### src/hdl/rstr_pkg.sv
`timescale 1ns / 1ps
package rstr_pkg;

  localparam int DEF_FREQ_BITS    = 24;
  localparam int DEF_CURRENT_BITS = 12;
  localparam int PHASE_BITS       = 16;
  localparam int ABS_BITS         = PHASE_BITS - 1;
  localparam int STEP_BITS        = 16;
  localparam int QUEUE_DEPTH      = 2;

  localparam int APB_ADDR_BITS = 4;
  localparam int APB_DATA_BITS = 32;
  localparam int REG_IDX_BITS  = 2;

  localparam logic [REG_IDX_BITS-1:0] REG_START_FREQ = 2'd0;
  localparam logic [REG_IDX_BITS-1:0] REG_END_FREQ   = 2'd1;
  localparam logic [REG_IDX_BITS-1:0] REG_FREQ_STEP  = 2'd2;

  localparam int RST_START_FREQ = 60000;
  localparam int RST_END_FREQ   = 70000;
  localparam int RST_FREQ_STEP  = 100;

  localparam logic KIND_START   = 1'b0;
  localparam logic KIND_MEASURE = 1'b1;

  localparam logic RESULT_APPLY = 1'b0;
  localparam logic RESULT_DONE  = 1'b1;

  localparam logic [ABS_BITS-1:0]          ABS_LIMIT   = {ABS_BITS{1'b1}};
  localparam logic signed [PHASE_BITS-1:0] PHASE_LIMIT = {1'b0, {ABS_BITS{1'b1}}};

  // Magnitude of a phase, with the most negative code clamped to the limit
  function automatic logic [ABS_BITS-1:0] abs_sat(input logic signed [PHASE_BITS-1:0] p);
    logic signed [PHASE_BITS-1:0] neg;
    neg = -p;
    if (!p[PHASE_BITS-1]) begin
      abs_sat = p[ABS_BITS-1:0];
    end else if (neg[PHASE_BITS-1]) begin
      abs_sat = ABS_LIMIT;
    end else begin
      abs_sat = neg[ABS_BITS-1:0];
    end
  endfunction

endpackage

### src/hdl/rstr_queue.sv
`timescale 1ns / 1ps
module rstr_queue #(
  parameter int DATA_BITS = 32
) (
  input  logic                 clk,
  input  logic                 rst,
  input  logic                 push_valid,
  output logic                 push_ready,
  input  logic [DATA_BITS-1:0] push_data,
  output logic                 pop_valid,
  input  logic                 pop_ready,
  output logic [DATA_BITS-1:0] pop_data
);
  import rstr_pkg::*;

  localparam int PTR_BITS = (QUEUE_DEPTH > 1) ? $clog2(QUEUE_DEPTH) : 1;
  localparam int CNT_BITS = $clog2(QUEUE_DEPTH + 1);

  logic [DATA_BITS-1:0] slots [QUEUE_DEPTH];
  logic [PTR_BITS-1:0]  wr_ptr;
  logic [PTR_BITS-1:0]  rd_ptr;
  logic [CNT_BITS-1:0]  count;
  logic                 do_push;
  logic                 do_pop;

  assign push_ready = (count != CNT_BITS'(QUEUE_DEPTH));
  assign pop_valid  = (count != '0);
  assign pop_data   = slots[rd_ptr];
  assign do_push    = push_valid && push_ready;
  assign do_pop     = pop_valid && pop_ready;

  always_ff @(posedge clk) begin
    if (do_push) begin
      slots[wr_ptr] <= push_data;
    end
  end

  always_ff @(posedge clk) begin
    if (rst) begin
      wr_ptr <= '0;
      rd_ptr <= '0;
      count  <= '0;
    end else begin
      if (do_push) begin
        wr_ptr <= (wr_ptr == PTR_BITS'(QUEUE_DEPTH - 1)) ? '0 : wr_ptr + 1'b1;
      end
      if (do_pop) begin
        rd_ptr <= (rd_ptr == PTR_BITS'(QUEUE_DEPTH - 1)) ? '0 : rd_ptr + 1'b1;
      end
      if (do_push && !do_pop) begin
        count <= count + 1'b1;
      end else if (do_pop && !do_push) begin
        count <= count - 1'b1;
      end
    end
  end

endmodule

### src/hdl/rstr_front.sv
`timescale 1ns / 1ps
module rstr_front #(
  parameter int CURRENT_BITS = rstr_pkg::DEF_CURRENT_BITS,
  parameter int ENTRY_BITS   = 1 + rstr_pkg::PHASE_BITS + rstr_pkg::ABS_BITS + CURRENT_BITS
) (
  input  logic                                  in_valid,
  output logic                                  in_ready,
  input  logic                                  kind,
  input  logic signed [rstr_pkg::PHASE_BITS-1:0] measured_phase,
  input  logic [CURRENT_BITS-1:0]               current_sample,
  output logic                                  push_valid,
  input  logic                                  push_ready,
  output logic [ENTRY_BITS-1:0]                 push_data
);
  import rstr_pkg::*;

  logic                is_start;
  logic [ABS_BITS-1:0] phase_abs;

  // Classify and precompute the phase magnitude so the back end only compares
  assign is_start   = (kind == KIND_START);
  assign phase_abs  = abs_sat(measured_phase);
  assign push_valid = in_valid;
  assign in_ready   = push_ready;
  assign push_data  = {is_start, measured_phase, phase_abs, current_sample};

endmodule

### src/hdl/rstr_back.sv
`timescale 1ns / 1ps
module rstr_back #(
  parameter int FREQ_BITS    = rstr_pkg::DEF_FREQ_BITS,
  parameter int CURRENT_BITS = rstr_pkg::DEF_CURRENT_BITS,
  parameter int ENTRY_BITS   = 1 + rstr_pkg::PHASE_BITS + rstr_pkg::ABS_BITS + CURRENT_BITS
) (
  input  logic                                   clk,
  input  logic                                   rst,
  input  logic                                   pop_valid,
  output logic                                   pop_ready,
  input  logic [ENTRY_BITS-1:0]                  pop_data,
  input  logic [FREQ_BITS-1:0]                   start_frequency,
  input  logic [FREQ_BITS-1:0]                   end_frequency,
  input  logic [rstr_pkg::STEP_BITS-1:0]         frequency_step,
  output logic                                   out_valid,
  input  logic                                   out_ready,
  output logic                                   result_kind,
  output logic [FREQ_BITS-1:0]                   drive_frequency,
  output logic [FREQ_BITS-1:0]                   min_phase_frequency,
  output logic signed [rstr_pkg::PHASE_BITS-1:0] min_phase_value,
  output logic [CURRENT_BITS-1:0]                min_phase_current,
  output logic [FREQ_BITS-1:0]                   max_current_frequency,
  output logic signed [rstr_pkg::PHASE_BITS-1:0] max_current_phase,
  output logic [CURRENT_BITS-1:0]                max_current_value,
  output logic signed [rstr_pkg::PHASE_BITS-1:0] resonance_phase,
  output logic [CURRENT_BITS-1:0]                resonance_current
);
  import rstr_pkg::*;

  // Sweep state
  logic                         running,     running_next;
  logic [FREQ_BITS:0]           present,     present_next;
  logic [FREQ_BITS-1:0]         ph_freq,     ph_freq_next;
  logic signed [PHASE_BITS-1:0] ph_phase,    ph_phase_next;
  logic [ABS_BITS-1:0]          ph_abs,      ph_abs_next;
  logic [CURRENT_BITS-1:0]      ph_cur,      ph_cur_next;
  logic [FREQ_BITS-1:0]         cr_freq,     cr_freq_next;
  logic signed [PHASE_BITS-1:0] cr_phase,    cr_phase_next;
  logic [CURRENT_BITS-1:0]      cr_cur,      cr_cur_next;
  logic [FREQ_BITS-1:0]         rs_freq,     rs_freq_next;
  logic signed [PHASE_BITS-1:0] rs_phase,    rs_phase_next;
  logic [ABS_BITS-1:0]          rs_abs,      rs_abs_next;
  logic [CURRENT_BITS-1:0]      rs_cur,      rs_cur_next;

  logic                         e_start;
  logic signed [PHASE_BITS-1:0] e_phase;
  logic [ABS_BITS-1:0]          e_abs;
  logic [CURRENT_BITS-1:0]      e_cur;

  logic               take;
  logic               emit;
  logic               finish;
  logic [FREQ_BITS:0] stepped;

  assign {e_start, e_phase, e_abs, e_cur} = pop_data;

  // One entry per cycle whenever the output register is free or draining
  assign pop_ready = !out_valid || out_ready;
  assign take      = pop_valid && pop_ready;
  assign stepped   = present + (FREQ_BITS + 1)'(frequency_step);
  assign finish    = stepped > {1'b0, end_frequency};
  assign emit      = take && (e_start || running);

  always_comb begin
    running_next  = running;
    present_next  = present;
    ph_freq_next  = ph_freq;
    ph_phase_next = ph_phase;
    ph_abs_next   = ph_abs;
    ph_cur_next   = ph_cur;
    cr_freq_next  = cr_freq;
    cr_phase_next = cr_phase;
    cr_cur_next   = cr_cur;
    rs_freq_next  = rs_freq;
    rs_phase_next = rs_phase;
    rs_abs_next   = rs_abs;
    rs_cur_next   = rs_cur;
    if (take && e_start) begin
      running_next  = 1'b1;
      present_next  = {1'b0, start_frequency};
      ph_freq_next  = '0;
      ph_phase_next = PHASE_LIMIT;
      ph_abs_next   = ABS_LIMIT;
      ph_cur_next   = '0;
      cr_freq_next  = '0;
      cr_phase_next = '0;
      cr_cur_next   = '0;
      rs_freq_next  = '0;
      rs_phase_next = PHASE_LIMIT;
      rs_abs_next   = ABS_LIMIT;
      rs_cur_next   = '0;
    end else if (take && running) begin
      if (e_abs < ph_abs) begin
        ph_freq_next  = present[FREQ_BITS-1:0];
        ph_phase_next = e_phase;
        ph_abs_next   = e_abs;
        ph_cur_next   = e_cur;
      end
      if (e_cur > cr_cur) begin
        cr_freq_next  = present[FREQ_BITS-1:0];
        cr_phase_next = e_phase;
        cr_cur_next   = e_cur;
      end
      if ((e_cur > rs_cur) || ((e_cur == rs_cur) && (e_abs < rs_abs))) begin
        rs_freq_next  = present[FREQ_BITS-1:0];
        rs_phase_next = e_phase;
        rs_abs_next   = e_abs;
        rs_cur_next   = e_cur;
      end
      present_next = stepped;
      if (finish) begin
        running_next = 1'b0;
      end
    end
  end

  always_ff @(posedge clk) begin
    if (rst) begin
      running  <= 1'b0;
      present  <= '0;
      ph_freq  <= '0;
      ph_phase <= PHASE_LIMIT;
      ph_abs   <= ABS_LIMIT;
      ph_cur   <= '0;
      cr_freq  <= '0;
      cr_phase <= '0;
      cr_cur   <= '0;
      rs_freq  <= '0;
      rs_phase <= PHASE_LIMIT;
      rs_abs   <= ABS_LIMIT;
      rs_cur   <= '0;
    end else begin
      running  <= running_next;
      present  <= present_next;
      ph_freq  <= ph_freq_next;
      ph_phase <= ph_phase_next;
      ph_abs   <= ph_abs_next;
      ph_cur   <= ph_cur_next;
      cr_freq  <= cr_freq_next;
      cr_phase <= cr_phase_next;
      cr_cur   <= cr_cur_next;
      rs_freq  <= rs_freq_next;
      rs_phase <= rs_phase_next;
      rs_abs   <= rs_abs_next;
      rs_cur   <= rs_cur_next;
    end
  end

  always_ff @(posedge clk) begin
    if (rst) begin
      out_valid <= 1'b0;
    end else if (emit) begin
      out_valid <= 1'b1;
    end else if (out_ready) begin
      out_valid <= 1'b0;
    end
  end

  // Result payload; record fields are zero except on the finishing transaction
  always_ff @(posedge clk) begin
    if (emit) begin
      if (!e_start && finish) begin
        result_kind           <= RESULT_DONE;
        drive_frequency       <= rs_freq_next;
        min_phase_frequency   <= ph_freq_next;
        min_phase_value       <= ph_phase_next;
        min_phase_current     <= ph_cur_next;
        max_current_frequency <= cr_freq_next;
        max_current_phase     <= cr_phase_next;
        max_current_value     <= cr_cur_next;
        resonance_phase       <= rs_phase_next;
        resonance_current     <= rs_cur_next;
      end else begin
        result_kind           <= RESULT_APPLY;
        drive_frequency       <= present_next[FREQ_BITS-1:0];
        min_phase_frequency   <= '0;
        min_phase_value       <= '0;
        min_phase_current     <= '0;
        max_current_frequency <= '0;
        max_current_phase     <= '0;
        max_current_value     <= '0;
        resonance_phase       <= '0;
        resonance_current     <= '0;
      end
    end
  end

endmodule

### src/hdl/resonance_sweep_tracker_unit.sv
`timescale 1ns / 1ps
// An accepted input is written into the queue; the back end takes it from there and registers its result.
// Throughput: one item per cycle while the result is not stalled; the back end updates all three records and
// steps the frequency as it takes each entry, with a two-entry queue behind the front end.
// A measurement while no sweep runs is consumed and gives no result.
// Reset (synchronous) clears the sweep, the records and the queue, and restores the
// configuration registers to 60000, 70000 and 100.
module resonance_sweep_tracker_unit #(
  parameter int FREQ_BITS    = rstr_pkg::DEF_FREQ_BITS,
  parameter int CURRENT_BITS = rstr_pkg::DEF_CURRENT_BITS
) (
  input  logic                                   clk,
  input  logic                                   rst,
  input  logic                                   psel,
  input  logic                                   penable,
  input  logic                                   pwrite,
  input  logic [rstr_pkg::APB_ADDR_BITS-1:0]     paddr,
  input  logic [rstr_pkg::APB_DATA_BITS-1:0]     pwdata,
  output logic [rstr_pkg::APB_DATA_BITS-1:0]     prdata,
  output logic                                   pready,
  input  logic                                   in_valid,
  output logic                                   in_ready,
  input  logic                                   kind,
  input  logic signed [rstr_pkg::PHASE_BITS-1:0] measured_phase,
  input  logic [CURRENT_BITS-1:0]                current_sample,
  output logic                                   out_valid,
  input  logic                                   out_ready,
  output logic                                   result_kind,
  output logic [FREQ_BITS-1:0]                   drive_frequency,
  output logic [FREQ_BITS-1:0]                   min_phase_frequency,
  output logic signed [rstr_pkg::PHASE_BITS-1:0] min_phase_value,
  output logic [CURRENT_BITS-1:0]                min_phase_current,
  output logic [FREQ_BITS-1:0]                   max_current_frequency,
  output logic signed [rstr_pkg::PHASE_BITS-1:0] max_current_phase,
  output logic [CURRENT_BITS-1:0]                max_current_value,
  output logic signed [rstr_pkg::PHASE_BITS-1:0] resonance_phase,
  output logic [CURRENT_BITS-1:0]                resonance_current
);
  import rstr_pkg::*;

  localparam int ENTRY_BITS = 1 + PHASE_BITS + ABS_BITS + CURRENT_BITS;

  logic [FREQ_BITS-1:0]    start_frequency;
  logic [FREQ_BITS-1:0]    end_frequency;
  logic [STEP_BITS-1:0]    frequency_step;
  logic                    cfg_write;
  logic [REG_IDX_BITS-1:0] reg_idx;

  logic                  push_valid;
  logic                  push_ready;
  logic [ENTRY_BITS-1:0] push_data;
  logic                  pop_valid;
  logic                  pop_ready;
  logic [ENTRY_BITS-1:0] pop_data;

  assign pready    = 1'b1;
  assign reg_idx   = paddr[APB_ADDR_BITS-1:APB_ADDR_BITS-REG_IDX_BITS];
  assign cfg_write = psel && penable && pwrite && pready;

  always_ff @(posedge clk) begin
    if (rst) begin
      start_frequency <= FREQ_BITS'(RST_START_FREQ);
      end_frequency   <= FREQ_BITS'(RST_END_FREQ);
      frequency_step  <= STEP_BITS'(RST_FREQ_STEP);
    end else if (cfg_write) begin
      case (reg_idx)
        REG_START_FREQ: start_frequency <= pwdata[FREQ_BITS-1:0];
        REG_END_FREQ:   end_frequency   <= pwdata[FREQ_BITS-1:0];
        REG_FREQ_STEP:  frequency_step  <= pwdata[STEP_BITS-1:0];
        default: ;
      endcase
    end
  end

  always_comb begin
    case (reg_idx)
      REG_START_FREQ: prdata = APB_DATA_BITS'(start_frequency);
      REG_END_FREQ:   prdata = APB_DATA_BITS'(end_frequency);
      REG_FREQ_STEP:  prdata = APB_DATA_BITS'(frequency_step);
      default:        prdata = '0;
    endcase
  end

  rstr_front #(
    .CURRENT_BITS(CURRENT_BITS),
    .ENTRY_BITS  (ENTRY_BITS)
  ) u_front (
    .in_valid      (in_valid),
    .in_ready      (in_ready),
    .kind          (kind),
    .measured_phase(measured_phase),
    .current_sample(current_sample),
    .push_valid    (push_valid),
    .push_ready    (push_ready),
    .push_data     (push_data)
  );

  rstr_queue #(
    .DATA_BITS(ENTRY_BITS)
  ) u_queue (
    .clk       (clk),
    .rst       (rst),
    .push_valid(push_valid),
    .push_ready(push_ready),
    .push_data (push_data),
    .pop_valid (pop_valid),
    .pop_ready (pop_ready),
    .pop_data  (pop_data)
  );

  rstr_back #(
    .FREQ_BITS   (FREQ_BITS),
    .CURRENT_BITS(CURRENT_BITS),
    .ENTRY_BITS  (ENTRY_BITS)
  ) u_back (
    .clk                  (clk),
    .rst                  (rst),
    .pop_valid            (pop_valid),
    .pop_ready            (pop_ready),
    .pop_data             (pop_data),
    .start_frequency      (start_frequency),
    .end_frequency        (end_frequency),
    .frequency_step       (frequency_step),
    .out_valid            (out_valid),
    .out_ready            (out_ready),
    .result_kind          (result_kind),
    .drive_frequency      (drive_frequency),
    .min_phase_frequency  (min_phase_frequency),
    .min_phase_value      (min_phase_value),
    .min_phase_current    (min_phase_current),
    .max_current_frequency(max_current_frequency),
    .max_current_phase    (max_current_phase),
    .max_current_value    (max_current_value),
    .resonance_phase      (resonance_phase),
    .resonance_current    (resonance_current)
  );

endmodule

### config.mk
export PLATFORM = sky130hd
export DESIGN_NAME = resonance_sweep_tracker_unit
export DESIGN_NICKNAME = d
export VERILOG_FILES = /design/src/hdl/rstr_pkg.sv /design/src/hdl/rstr_queue.sv /design/src/hdl/rstr_front.sv /design/src/hdl/rstr_back.sv /design/src/hdl/resonance_sweep_tracker_unit.sv
export SDC_FILE = /design/constraint.sdc
export NUM_CORES = 1
export LEC_CHECK = 0
export ABC_AREA = 1
export BUFFER_PORTS_ARGS = -buffer_cell sky130_fd_sc_hd__buf_2
export CAP_MARGIN = 40
export CELL_PAD_IN_SITES_DETAIL_PLACEMENT = 1
export CELL_PAD_IN_SITES_GLOBAL_PLACEMENT = 1
export CORE_ASPECT_RATIO = 1.1
export CORE_MARGIN = 8
export CORE_UTILIZATION = 35
export DETAILED_ROUTE_END_ITERATION = 16
export PLACE_DENSITY_LB_ADDON = 0.08
export SLEW_MARGIN = 30
export SYNTH_ARGS = -nofsm -noshare
export SYNTH_HDL_FRONTEND = slang
export SYNTH_SLANG_ARGS = --single-unit
### constraint.sdc
create_clock -name clk -period 12.2 [get_ports clk]
set_input_delay 1.83 -clock clk [delete_from_list [all_inputs] [get_ports clk]]
set_output_delay 1.83 -clock clk [all_outputs]
set_load 0.05 [all_outputs]
# Yosys cells after proc, flatten, opt, wreduce, memory -nomap -nowiden
# Memories as Yosys holds them, arrays and structs flattened. A register that Yosys moved wholly into a read port is not among the register bits.
# Cells that the tools add are included.
[word_totals] ram_bits=88 mem_count=1 word_cells=126 inputBits=72 out_inout_bits=192 ff_bits=438
[mem_list] name="u_queue.slots" words=2 word_bits=44 rd=1 rd_clocked_by_memory_dff=1 wr=1 line_no="rstr_queue.sv:19" rtl="logic [DATA_BITS-1:0] slots [QUEUE_DEPTH];"
[op_classes] n_addsub=6 reduce_logical=31 bitwise_logic=1 eq_ne=4 mux=47 magnitude_cmp=5
[op_table] operator="2-to-1 mux 24 bit" n=12
[op_table] operator="2-to-1 mux 16 bit" n=9
[op_table] operator="2-to-1 mux 12 bit" n=9
[op_table] operator="case mux 24 bit (3 select lines)" n=1
[op_table] operator="< comparator 15 bit" n=2
[op_table] operator="2-to-1 mux 15 bit" n=2
[op_table] operator="adder 25 x 16 -> 25 bit" n=1
[op_table] operator="> comparator 25 x 24 -> 1 bit" n=1
[op_table] operator="> comparator 12 bit" n=2
[op_table] operator="negation 16 bit" n=1
[op_table] operator="equality test 12 bit" n=1
[op_table] operator="2-to-1 mux 1 bit" n=12
[op_table] operator="AND reduction 2 bit" n=6
[op_table] operator="logical AND 1 bit" n=11
[op_table] operator="nonzero test 2 bit" n=5
[op_table] operator="logical NOT 1 bit" n=4
[op_table] operator="2-to-1 mux 2 bit" n=2
[op_table] operator="logical OR 1 bit" n=3
[op_table] operator="adder 1 bit, second input constant" n=2
[op_table] operator="adder 2 x 1 -> 2 bit, second input constant" n=1
[op_table] operator="equality test 2 x 1 -> 1 bit, second input constant" n=1
[op_table] operator="equality test 2 bit, second input constant" n=1
[op_table] operator="logical NOT 2 bit" n=1
[op_table] operator="inequality test 2 bit, second input constant" n=1
[op_table] operator="other kinds (3)" n=3

# Depth between registers and ports, before layout
# Gate-level depths: netlist (run 1).
[logic_depth] ltp_word=7 depth_mapped=24 depth_no_buf=23

# Modules after synthesis
# From an unflattened synthesis (run 1), not the netlist that was laid out.
[unflattened] hier_cells=3024 area_unflattened_um2=25652.1
[by_module_without_submodules] module="rstr_back" cells_per_inst=2257 area_per_inst_um2=18154.9 n_inst=1 seq_area_each_um2=8978.6
[by_module_without_submodules] module="rstr_queue" cells_per_inst=174 area_per_inst_um2=3618.5 n_inst=1 seq_area_each_um2=2742.6
[by_module_without_submodules] module="resonance_sweep_tracker_unit" cells_per_inst=455 area_per_inst_um2=3051.7 n_inst=1 seq_area_each_um2=1281.2
[by_module_without_submodules] module="rstr_front" cells_per_inst=138 area_per_inst_um2=827.0 n_inst=1 seq_area_each_um2=0.0

# Worst setup path after synthesis (run 1)
# No wires, ideal clock.
[synth_timing] path_type="input-to-reg" from="in out_ready" to="reg u_back.drive_frequency[1], data pin" slack_ns=7.084 arrival_ns=4.862 path_buffers=1 stages=10 required_time_ns=11.946 setup_ns=0.254 path_cell_list="nor2_1 > inv_1 > o21ai_1 > nor2_2 > nor2_1 > inv_1 > buf_2 > o221ai_1 > nand2_1 > nand2_1"
[synth_via] elab_chain_cells=6 elab_cells_between_ends=9 classes_between="mux (5); reduce/logical (4)"
[synth_lines] element="start, declared" line_no="resonance_sweep_tracker_unit.sv:27" rtl="input logic out_ready,"
[synth_lines] element="logical OR 1 bit (*)" line_no="rstr_back.sv:58" rtl="assign pop_ready = !out_valid || out_ready;"
[synth_lines] element="logical AND 1 bit (*)" line_no="rstr_back.sv:59" rtl="assign take = pop_valid && pop_ready;"
[synth_lines] element="logical AND 1 bit" line_no="rstr_back.sv:92" rtl="end else if (take && running) begin"
[synth_lines] element="2-to-1 mux 24 bit" line_no="rstr_back.sv:92"
[synth_lines] element="2-to-1 mux 24 bit" line_no="rstr_back.sv:78" rtl="if (take && e_start) begin"
[synth_lines] element="2-to-1 mux 24 bit (*)" line_no="rstr_back.sv:162" rtl="if (!e_start && finish) begin"
[synth_lines] element="end signal, assigned" line_no="rstr_back.sv:164" rtl="drive_frequency <= rs_freq_next;"
[synth_lines] element="end signal, assigned" line_no="rstr_back.sv:175" rtl="drive_frequency <= present_next[FREQ_BITS-1:0];"
[synth_lines] element="end, declared" line_no="rstr_back.sv:18" rtl="output logic [FREQ_BITS-1:0] drive_frequency,"
# Every way passes the cells marked *; elsewhere a longest branch is shown, timed or not.
# A chain may end at the register's enable or synchronous reset.

# Final worst setup path (run 1)
[layout_timing] from="reg u_back.present[0]" to="reg u_back.min_phase_frequency[1], data pin"
[layout_via] elab_chain_cells=3
[layout_lines] element="start, declared" line_no="rstr_back.sv:32" rtl="logic [FREQ_BITS:0] present, present_next;"
[layout_lines] element="start signal, assigned" line_no="rstr_back.sv:134" rtl="present <= present_next;"
[layout_lines] element="adder 25 x 16 -> 25 bit" line_no="rstr_back.sv:60" rtl="assign stepped = present + (FREQ_BITS + 1)'(frequency_step);"
[layout_lines] element="> comparator 25 x 24 -> 1 bit" line_no="rstr_back.sv:61" rtl="assign finish = stepped > {1'b0, end_frequency};"
[layout_lines] element="logical AND 1 bit" line_no="rstr_back.sv:162"
[layout_lines] element="end signal, assigned" line_no="rstr_back.sv:165" rtl="min_phase_frequency <= ph_freq_next;"
[layout_lines] element="end, declared" line_no="rstr_back.sv:19" rtl="output logic [FREQ_BITS-1:0] min_phase_frequency,"
# No other way between the ends.

==> results of run 1 <==
final cells by class:
cell class                      instances  area [um^2]  area share
Multi-Input combinational cell       1753         9930       0.344
Clock buffer                           83         1660      0.0574
Clock inverter                         20          229     0.00794
Sequential cell                       527        13000       0.451
Timing Repair Buffer                  277         1680      0.0583
Inverter                              310         1170      0.0406
Tap cell                              936         1170      0.0406
logic make-up (layout without fill, tap and decap cells):
logic type,after synthesis,in the layout,share of synthesized area
DFF,527,527,0.522
AOI/OAI and AO/OA,412,412,0.104
muxes,16,16,0.00643
xor gates and xnor gates,17,17,0.00598
other,2,9,0.000302
adders and majority gates,95,95,0.0480
buffers and inverters,465,690,0.0823
and+or+nand+nor,1204,1204,0.230
flip-flops by register name, summed over array words and instances (netlist names), 16 cells and up, named ones only:
signal / count
end_frequency: 24
frequency_step: 16
start_frequency: 24
u_back.cr_freq: 24
u_back.cr_phase: 16
u_back.drive_frequency: 24
u_back.max_current_frequency: 24
u_back.max_current_phase: 16
u_back.min_phase_frequency: 24
u_back.min_phase_value: 16
u_back.ph_freq: 24
u_back.ph_phase: 16
u_back.present: 25
u_back.resonance_phase: 16
u_back.rs_freq: 24
u_back.rs_phase: 16
u_queue.slots: 88
metal layers:
metal  vias to the layer above  GRT usage
met1                      9569      0.222
met2                       314      0.360
met3                       134     0.0349
met4                         2     0.0690
met5                         -          0
li1                       9446          -
Yosys cell counts (2+ instances only):
cell and n:
a21o_1 4, a21oi_1 123, a21oi_2 2, and2_1 8, buf_1 17, buf_12 11
buf_2 33, buf_4 14, buf_6 4, clkbuf_1 75, conb_1 2, dfxtp_1 282
edfxtp_1 245, ha_1 94, inv_1 303, inv_2 7, mux2i_1 16, nand2_1 525
nand2_2 5, nand2_4 2, nand3_1 204, nand3_2 2, nand3b_1 3, nand4_1 11
nor2_1 281, nor2_2 5, nor2_4 100, nor3_1 34, nor4_1 4, o211ai_1 64
o211ai_2 30, o21a_1 3, o21ai_0 116, o21ai_1 16, o21bai_1 4, o221ai_1 17
o22ai_1 28, or2_2 19, xnor2_1 3, xor2_1 14
path summary, 6_finish.rpt:
check	cells past startpoint	endpoint	startpoint	slack [ns]
max reg2reg	20	u_back.min_phase_frequency[1]$_SDFFCE_PN0P_	u_back.present[0]$_SDFF_PP0_	6.81
min	1	u_queue.rd_ptr$_SDFFE_PP0P_	u_queue.rd_ptr$_SDFFE_PP0P_	0.46
max	20	u_back.min_phase_frequency[1]$_SDFFCE_PN0P_	u_back.present[0]$_SDFF_PP0_	6.81
min reg2reg	1	u_queue.rd_ptr$_SDFFE_PP0P_	u_queue.rd_ptr$_SDFFE_PP0P_	0.46
power breakdown:
group	leakage (nW)	internal (mW)	switching (mW)
registers	4.63	2.35	0.153
logic	6.60	0.661	2.29
clock network	0.929	1.04	0.725
per-stage QoR:
step / setup WS (ns) / power [mW] / util / instances / hold WS (ns)
6_report: 6.81 / 7.22 / 0.409 / 3906 / 0.463
5_1_grt: 6.42 / 7.64 / 0.409 / 3906 / 0.499
4_1_cts: 6.67 / 7.34 / 0.409 / 3905 / 0.454
3_5_place_dp: 6.50 / 5.53 / 0.382 / 3802 / 0.444
3_3_place_gp: 5.91 / 5.43 / 0.379 / 3791 / 0.432
2_1_floorplan: 7.08 / 4.68 / - / 2745 / 0.426
layout by cell type (no fill, tap or decap), drive strengths merged, types with 9 or more instances in the layout:
cell type,n
xor2,14
nand4,11
edfxtp,245
clkbuf,83
nor2,386
ha,94
clkinv,16
o221ai,17
o21ai,132
inv,309
or2,19
dfxtp,282
o22ai,28
nor3,34
nand2,532
a21oi,125
o211ai,94
mux2i,16
conb,9
buf,277
nand3,206
==> flow_metrics.tcl, run 1 <==
set metrics [dict create \
    outcome "complete, no violations" \
    overflow 0 \
    cts_tree "built" \
    cp_cell_sequence "ha_1, fa_1, nand2_1, nand3_1, nand3_1, nand2_2, nand2_1, nand3_1, nand2_1, xor2_1, inv_1, ha_1, nand4_1, nor4_1, nand4_1, nand2_1, inv_2, nand2_8, buf_12, nor2_1" \
    wl_met1_mm 32.4 \
    drt-wirelength-per-cell_um 20.4 \
    numClockSinks 527 \
    start_util 0.354 \
    max_slew_margin 0.386 \
    path_buf_inv 3 \
    clock_skew_ns 0.0230 \
    clk_pin_slew_worst_paths_ns 0.06 \
    final_nets 3094 \
    postCtsHoldBufs 0 \
    synth_top_area_share 0.295 \
    ys_types 48 \
    setup_viol 0 \
    grt_pass1_vias 20500 \
    areaGrowthSynthToFinish_pct 15.8 \
    cts-root-buf "clkbuf_16" \
    drcViolationCount 0 \
    cts_max_path_buffers 3 \
    num_vias 19500 \
    final.setup.tns_ns 0 \
    cp-start-kind "flip-flop" \
    place_congestion 0.872 \
    path_delay_family "simple AND/OR/NAND/NOR gates" \
    synth_warnings 0 \
    antenna_found_initial 1 \
    synth_async_sr_flop_share 0 \
    stdcell_area_mm2 0.0288 \
    ys.flop_type "dfxtp_1" \
    clock_latency_ns 0.62 \
    syn_area_mm2 0.0249 \
    drv_cap 0 \
    yosysSeqAreaShare 0.522 \
    num_antenna_cells 0 \
    wl_met3_mm 3.29 \
    drt_first_pass_iters 5 \
    ys_ff_latch 527 \
    leakage_nw 12.2 \
    cellPowerDensity_mw_per_mm2 250 \
    required_ns 12.53 \
    fin_crit_ns 5.39 \
    io_buffers 244 \
    cts_made_buffers 58 \
    path_class "flip-flop to flip-flop" \
    drive_gt1_frac 0.183 \
    core.rowCount 102 \
    grtUsageTotal 0.194 \
    grt_max_degree 87 \
    ios 264 \
    dr_wl_met2_mm 41.4 \
    hold_viol 0 \
    fillCellCount 8257 \
    cts_setup_buffers 0 \
    avgSynthCellArea_um2 9.10 \
    first_iter_violations 931 \
    top_layer_used "met5" \
    rsz0062_at_grt "false" \
    cts_max_level 2 \
    wirelength_mm 79.9 \
    grt_pass1_wl_mm 122 \
    die_w_um 270 \
    die_y_um 296 \
    synth_edf_count 245 \
    slowest_delay_ns 0.57 \
    arrival_ns 5.72 \
    viasPerCell 4.98 \
    fmaxAchievable_mhz 186 \
    dieArea_mm2 0.0800 \
    synthTopCellsByArea "edfxtp_1 30%, dfxtp_1 23%, nand2_1 7.9%" \
    antenna_left 0 \
    critPathCaptureType "flip-flop" \
    ir_drop_uv 187 \
    synth_cells 2738 \
    crit_fanout 74 \
    cts_resized 0 \
    yosysTopAreaCell "edfxtp_1" \
    final_max_slew_viol_count 0 \
    hold_path.class "flip-flop to flip-flop" \
    slowest_stage "nand2_8" \
    cpMostUsedCell "nand2_1" \
    worst_slew_pin_slew_ns 0.922 \
    core-area_mm2 0.0704 \
    placed_cell_area_mm2 0.0269 \
    min_period_over_period 0.442 \
    hpwl_mm 56.5 \
]
No activity file was read; power rests on OpenSTA's default activity.
==> run 2, diff against run 1 <==
==> constraint.sdc (replaced) <==
create_clock -name clk -period 4.5 [get_ports clk]
set_input_delay 0.675 -clock clk [delete_from_list [all_inputs] [get_ports clk]]
set_output_delay 0.675 -clock clk [all_outputs]
set_load 0.05 [all_outputs]
==> run 2 against run 1 <==
Effect of this change:
- routed wire length is 0.67% higher
- cell count is 1.1% higher
- critical path depth is 1 higher
- combinational power grew to 2.8 times the previous value
- die area stayed put
- clock skew is 0.0033 ns higher
- setup slack worse by 6.5 ns
- sequential share of layout area is 0.84 points lower
- sequential cell count stayed put
- global-route usage is 0.17 points higher
- clock-buffer cell count is 3 higher
- core utilization is 0.78 points higher
- critical path type unchanged
- largest cell class unchanged
==> flow_metrics.tcl, run 2 (synthesized netlist as in run 1, its figures left out) <==
set metrics [dict create \
    outcome "complete, no violations" \
    drt_first_pass_iters 5 \
    clk_pin_slew_worst_paths_ns 0.06 \
    crit_fanout 13 \
    place_congestion 0.853 \
    rr_worst_depth 21 \
    cts_max_path_buffers 3 \
    dp_slack_ns 0.235 \
    cts_setup_buffers 0 \
    grtUsageTotal 0.196 \
    cts_resized 0 \
    core-area_mm2 0.0704 \
    hpwl_mm 58.2 \
    antenna_found_initial 0 \
    final_cell_mix "524 x nand2_1, 299 x inv_1, 281 x dfxtp_1, 276 x nor2_1, 245 x edfxtp_1" \
    first_iter_violations 917 \
    stdcell_count 3950 \
    areaGrowthSynthToFinish_pct 18.0 \
    wirelength_mm 80.4 \
    cp-start-kind "flip-flop" \
    core.rowCount 102 \
    required_ns 4.88 \
    ios 264 \
    critPathCaptureType "flip-flop" \
    grt_max_degree 79 \
    dp.cells 3835 \
    antenna_left 0 \
    min_path_cells 1 \
    arrival_ns 4.57 \
    die_w_um 270 \
    layout_commonest_cell "nand2_1" \
    leakage_nw 12.5 \
    overflow 0 \
    cts_made_buffers 60 \
    dieArea_mm2 0.0800 \
    fmaxAchievable_mhz 239 \
    reg2reg_from "frequency_step[0]$_SDFFE_PP0P_" \
    num_antenna_cells 0 \
    min_to "u_queue.slots[1][8]$_DFFE_PP_" \
    drv_cap 0 \
    cts_tree "built" \
    path_class "flip-flop to flip-flop" \
    clock_skew_ns 0.0263 \
    io_buffers 244 \
    hold_path.class "input pin to flip-flop" \
    cts_max_level 2 \
    cellPowerDensity_mw_per_mm2 689 \
    whs_ns 0.236 \
    ir_drop_uv 451 \
    r2r_end "u_back.min_phase_value[12]$_SDFFCE_PN0P_" \
    drcViolationCount 0 \
    cts-root-buf "clkbuf_16" \
    postCtsHoldBufs 0 \
    drive_gt1_frac 0.197 \
    largest_reg_flops 88 \
    viasPerCell 4.94 \
    rsz0062_at_grt "false" \
    drt-wirelength-per-cell_um 20.4 \
    final.setup.tns_ns 0 \
    top_regs "u_queue.slots x88, u_back.present x25" \
    worst_slew_pin_slew_ns 0.806 \
    die_y_um 296 \
    start_util 0.354 \
    grt_pass1_wl_mm 123 \
    final_nets 3129 \
    finalPower_mw 20.3 \
    ff2ff_setup_slack_ns 0.31 \
    max_slew_margin 0.462 \
    hold_viol 0 \
    regMostFlops "u_queue.slots" \
    setup_viol 0 \
    grt_pass1_vias 20400 \
    min_period_over_period 0.931 \
    fin_crit_ns 4.19 \
    clock_latency_ns 0.64 \
    numClockSinks 527 \
    final_max_slew_viol_count 0 \
    fillCellCount 8130 \
    holdCritStartpoint "current_sample[8]" \
    layout_setup_ws_ns 0.309 \
    num_vias 19500 \
]
==> run 2: cell types whose count changed in the layout (fill, tap and decap cells not counted), sizes merged <==
cell / previous run / this run
clkinv: 16 / 14
inv: 309 / 314
buf: 277 / 310
clkbuf: 83 / 86
bufinv: 5 / 7
clkinvlp: 0 / 3
==> run 2: layer usage <==
layer	global-route usage	share of wire	vias to the layer above
li1	-	-	9509
met5	0	0	-
met2	0.363	0.52	287
met3	0.0368	0.040	105
met4	0.0549	0.027	0
met1	0.228	0.41	9609
==> run 2: worst max path at each step <==
| stage | start | to |
|---|---|---|
| finish | frequency_step[0]$_SDFFE_PP0P_ | u_back.min_phase_value[12]$_SDFFCE_PN0P_ |
| global route | frequency_step[0]$_SDFFE_PP0P_ | u_back.min_phase_frequency[0]$_SDFFCE_PN0P_ |
| CTS | frequency_step[0]$_SDFFE_PP0P_ | u_back.min_phase_frequency[0]$_SDFFCE_PN0P_ |
| detailed placement | frequency_step[0]$_SDFFE_PP0P_ | u_back.min_phase_value[7]$_SDFFCE_PN0P_ |
| global placement | frequency_step[0]$_SDFFE_PP0P_ | u_back.min_phase_value[12]$_SDFFCE_PN0P_ |
| floorplan | out_ready | u_back.drive_frequency[1]$_DFFE_PP_ |
==> run 2: metrics by stage <==
step / util / area, um^2
2_1_floorplan: - / 24900
3_3_place_gp: 0.386 / 27200
3_5_place_dp: 0.387 / 27200
4_1_cts: 0.417 / 29400
5_1_grt: 0.417 / 29400
6_report: 0.417 / 29400
==> run 2: cell type report <==
| type | instances | area (um^2) | share of cell area |
|---|---|---|---|
| inverters | 310 | 1170 | 0.0400 |
| well taps | 936 | 1170 | 0.0398 |
| flip-flops and latches | 527 | 13000 | 0.442 |
| multi-input cells | 1753 | 9940 | 0.338 |
| clock inverters | 28 | 359 | 0.0122 |
| repair buffers | 310 | 1990 | 0.0679 |
| clock buffers | 86 | 1750 | 0.0596 |
==> run 2: critical path, cell delays in order, from the launching register on <==
cell     delay (ns)
dfxtp_1        0.35
ha_1           0.28
fa_1           0.44
nand2_1        0.09
nand3_1        0.08
nand3_1        0.09
nand2_2        0.11
nand2_1        0.08
nand3_1        0.17
nand2_1        0.13
xor2_1         0.22
inv_1          0.07
ha_1           0.33
nand4_1        0.15
nor4_2         0.41
nand4_1        0.15
nand2_1        0.13
inv_2          0.08
nand2_8        0.14
buf_12         0.18
buf_12         0.21
nor2_4         0.05
==> run 2: report_power, final <==
group	switching, mW	internal [mW]
Combinational	6.28	1.95
Clock	2.11	3.12
Sequential	0.425	6.36
==> run 3, diff against run 2 <==
--- a/config.mk
+++ b/config.mk
@@ -11,7 +11,7 @@
 export CELL_PAD_IN_SITES_DETAIL_PLACEMENT = 1
 export CELL_PAD_IN_SITES_GLOBAL_PLACEMENT = 1
 export CORE_ASPECT_RATIO = 1.1
-export CORE_MARGIN = 8
+export CORE_MARGIN = 10
 export CORE_UTILIZATION = 35
 export DETAILED_ROUTE_END_ITERATION = 16
 export PLACE_DENSITY_LB_ADDON = 0.08
==> run 3 against run 2 <==
Effect of this change:
- hold slack lost 0.010 ns
- non-clock buffer count shrank 18
- register-to-register slack improved by 0.10 ns
- die area grew 2.9%
- power rose by 0.88%
- sequential cell count did not move
- routed wire length barely moved
- clock skew up 0.012 ns
==> flow_metrics.tcl, run 3 (synthesized netlist as in run 1, its figures left out) <==
set metrics [dict create \
    outcome "complete, no violations" \
    regMostFlops "u_queue.slots" \
    cp-start-kind "flip-flop" \
    fmaxAchievable_mhz 245 \
    final_cell_mix "524 x nand2_1, 299 x inv_1, 281 x dfxtp_1, 277 x nor2_1, 245 x edfxtp_1" \
    ios 264 \
    clk_pin_slew_worst_paths_ns 0.06 \
    cellPowerDensity_mw_per_mm2 696 \
    cts_max_path_buffers 3 \
    clock_latency_ns 0.64 \
    critPathCaptureType "flip-flop" \
    leakage_nw 12.4 \
    utilization 0.417 \
    hold_viol 0 \
    numClockSinks 527 \
    multi_input_area_mm2 0.00993 \
    drive_gt1_frac 0.193 \
    setup_viol 0 \
    drcViolationCount 0 \
    final_max_slew_viol_count 0 \
    clock_skew_ns 0.0381 \
    cts_max_level 2 \
    grt_pass1_wl_mm 124 \
    antenna_left 0 \
    layout_setup_ws_ns 0.410 \
    postCtsHoldBufs 0 \
    areaGrowthSynthToFinish_pct 17.9 \
    viasPerCell 4.93 \
    ff2ff_setup_slack_ns 0.41 \
    ir_drop_uv 463 \
    whs_ns 0.226 \
    rr_worst_depth 21 \
    grtUsageTotal 0.193 \
    cts_tree "built" \
    core-area_mm2 0.0704 \
    final_nets 3111 \
    largest_reg_flops 88 \
    dp_slack_ns 0.279 \
    register_area_mm2 0.0130 \
    drt_first_pass_iters 4 \
    place_congestion 0.829 \
    die_y_um 300 \
    core.rowCount 102 \
    top_regs "u_queue.slots x88, u_back.present x25" \
    required_ns 4.87 \
    cts_setup_buffers 0 \
    stdcell_area_mm2 0.0294 \
    overflow 0 \
    hpwl_mm 57.9 \
    worst_slew_pin_slew_ns 0.849 \
    path_class "flip-flop to flip-flop" \
    die_w_um 274 \
    fin_crit_ns 4.09 \
    wirelength_mm 80.3 \
    min_period_over_period 0.909 \
    cts-root-buf "clkbuf_16" \
    fillCellCount 8194 \
    drv_cap 0 \
    rsz0062_at_grt "false" \
    drt-wirelength-per-cell_um 20.4 \
    num_vias 19400 \
    antenna_found_initial 2 \
    first_iter_violations 810 \
    placed_cell_area_mm2 0.0271 \
    io_buffers 244 \
    min_path_cells 1 \
    cts_made_buffers 60 \
    crit_fanout 25 \
    layout_commonest_cell "nand2_1" \
    arrival_ns 4.46 \
    start_util 0.354 \
    grt_max_degree 92 \
    final.setup.tns_ns 0 \
    grt_pass1_vias 20700 \
    hold_path.class "input pin to flip-flop" \
    dieArea_mm2 0.0822 \
    max_slew_margin 0.428 \
]
run 3: cell types whose count changed in the layout (fill, tap and decap cells not counted), sizes merged:
cell / previous run / this run
clkbuf: 86 / 71
inv: 314 / 313
clkinvlp: 3 / 1
clkinv: 14 / 22
bufinv: 7 / 15
buf: 310 / 292
diode: 0 / 1
run 3: layer usage:
metal / vias up / global-route usage / wire (um)
met5: - / 0 / 12
met4: 2 / 0.0582 / 2290
met1: 9482 / 0.218 / 32000
li1: 9472 / - / -
met2: 308 / 0.361 / 42600
met3: 111 / 0.0344 / 3500
run 3: worst paths after layout:
path | start | end
worst min register to register | u_queue.rd_ptr$_SDFFE_PP0P_ | flip-flop
worst max register to register | frequency_step[0]$_SDFFE_PP0P_ | u_back.min_phase_frequency[1]$_SDFFCE_PN0P_
worst max-delay path | frequency_step[0]$_SDFFE_PP0P_ | u_back.min_phase_frequency[1]$_SDFFCE_PN0P_
worst min-delay path | current_sample[11] | u_queue.slots[1][11]$_DFFE_PP_
run 3: power breakdown:
| part | leakage (nW) | total, mW | switching (mW) | internal (mW) |
|---|---|---|---|---|
| Combinational | 6.71 | 8.13 | 6.28 | 1.86 |
| Clock | 1.10 | 5.53 | 2.11 | 3.42 |
| Sequential | 4.63 | 6.77 | 0.403 | 6.36 |
| Total | 12.4 | 20.4 | 8.79 | 11.6 |
run 3: cell type report:
cell class | instances | share of cell area
flip-flops and latches | 527 | 0.443
multi-input cells | 1753 | 0.338
repair buffers | 292 | 0.0630
clock buffers | 71 | 0.0550
inverters | 310 | 0.0399
well taps | 936 | 0.0399
clock inverters | 41 | 0.0212
diodes | 1 | 0.0000852
run 3: worst max-delay path: stages (launching register included):
cell and delay (ns):
dfxtp_1 0.33, ha_1 0.25, fa_1 0.43, nand2_1 0.08, nand3_1 0.09, nand3_1 0.10, nand2_2 0.12, nand2_1 0.08
nand3_1 0.17, nand2_1 0.13, xor2_1 0.22, inv_1 0.07, ha_1 0.32, nand4_1 0.13, nor4_2 0.32, nand4_1 0.13
nand2_1 0.12, inv_2 0.08, nand2_8 0.09, buf_12 0.21, buf_12 0.24, nor2_1 0.08
run 3: stage by stage:
stage | power, mW | std cells
2_1_floorplan | 12.7 | 2745
3_3_place_gp | 14.9 | 3813
3_5_place_dp | 15.1 | 3817
4_1_cts | 20.8 | 3929
5_1_grt | 21.6 | 3930
6_report | 20.4 | 3931
run 3: what timing repair did:
action,4_1_cts,5_1_grt
hold endpoints to repair,0,0
resized for setup,0,1
endpoints found under the setup margin,0,4
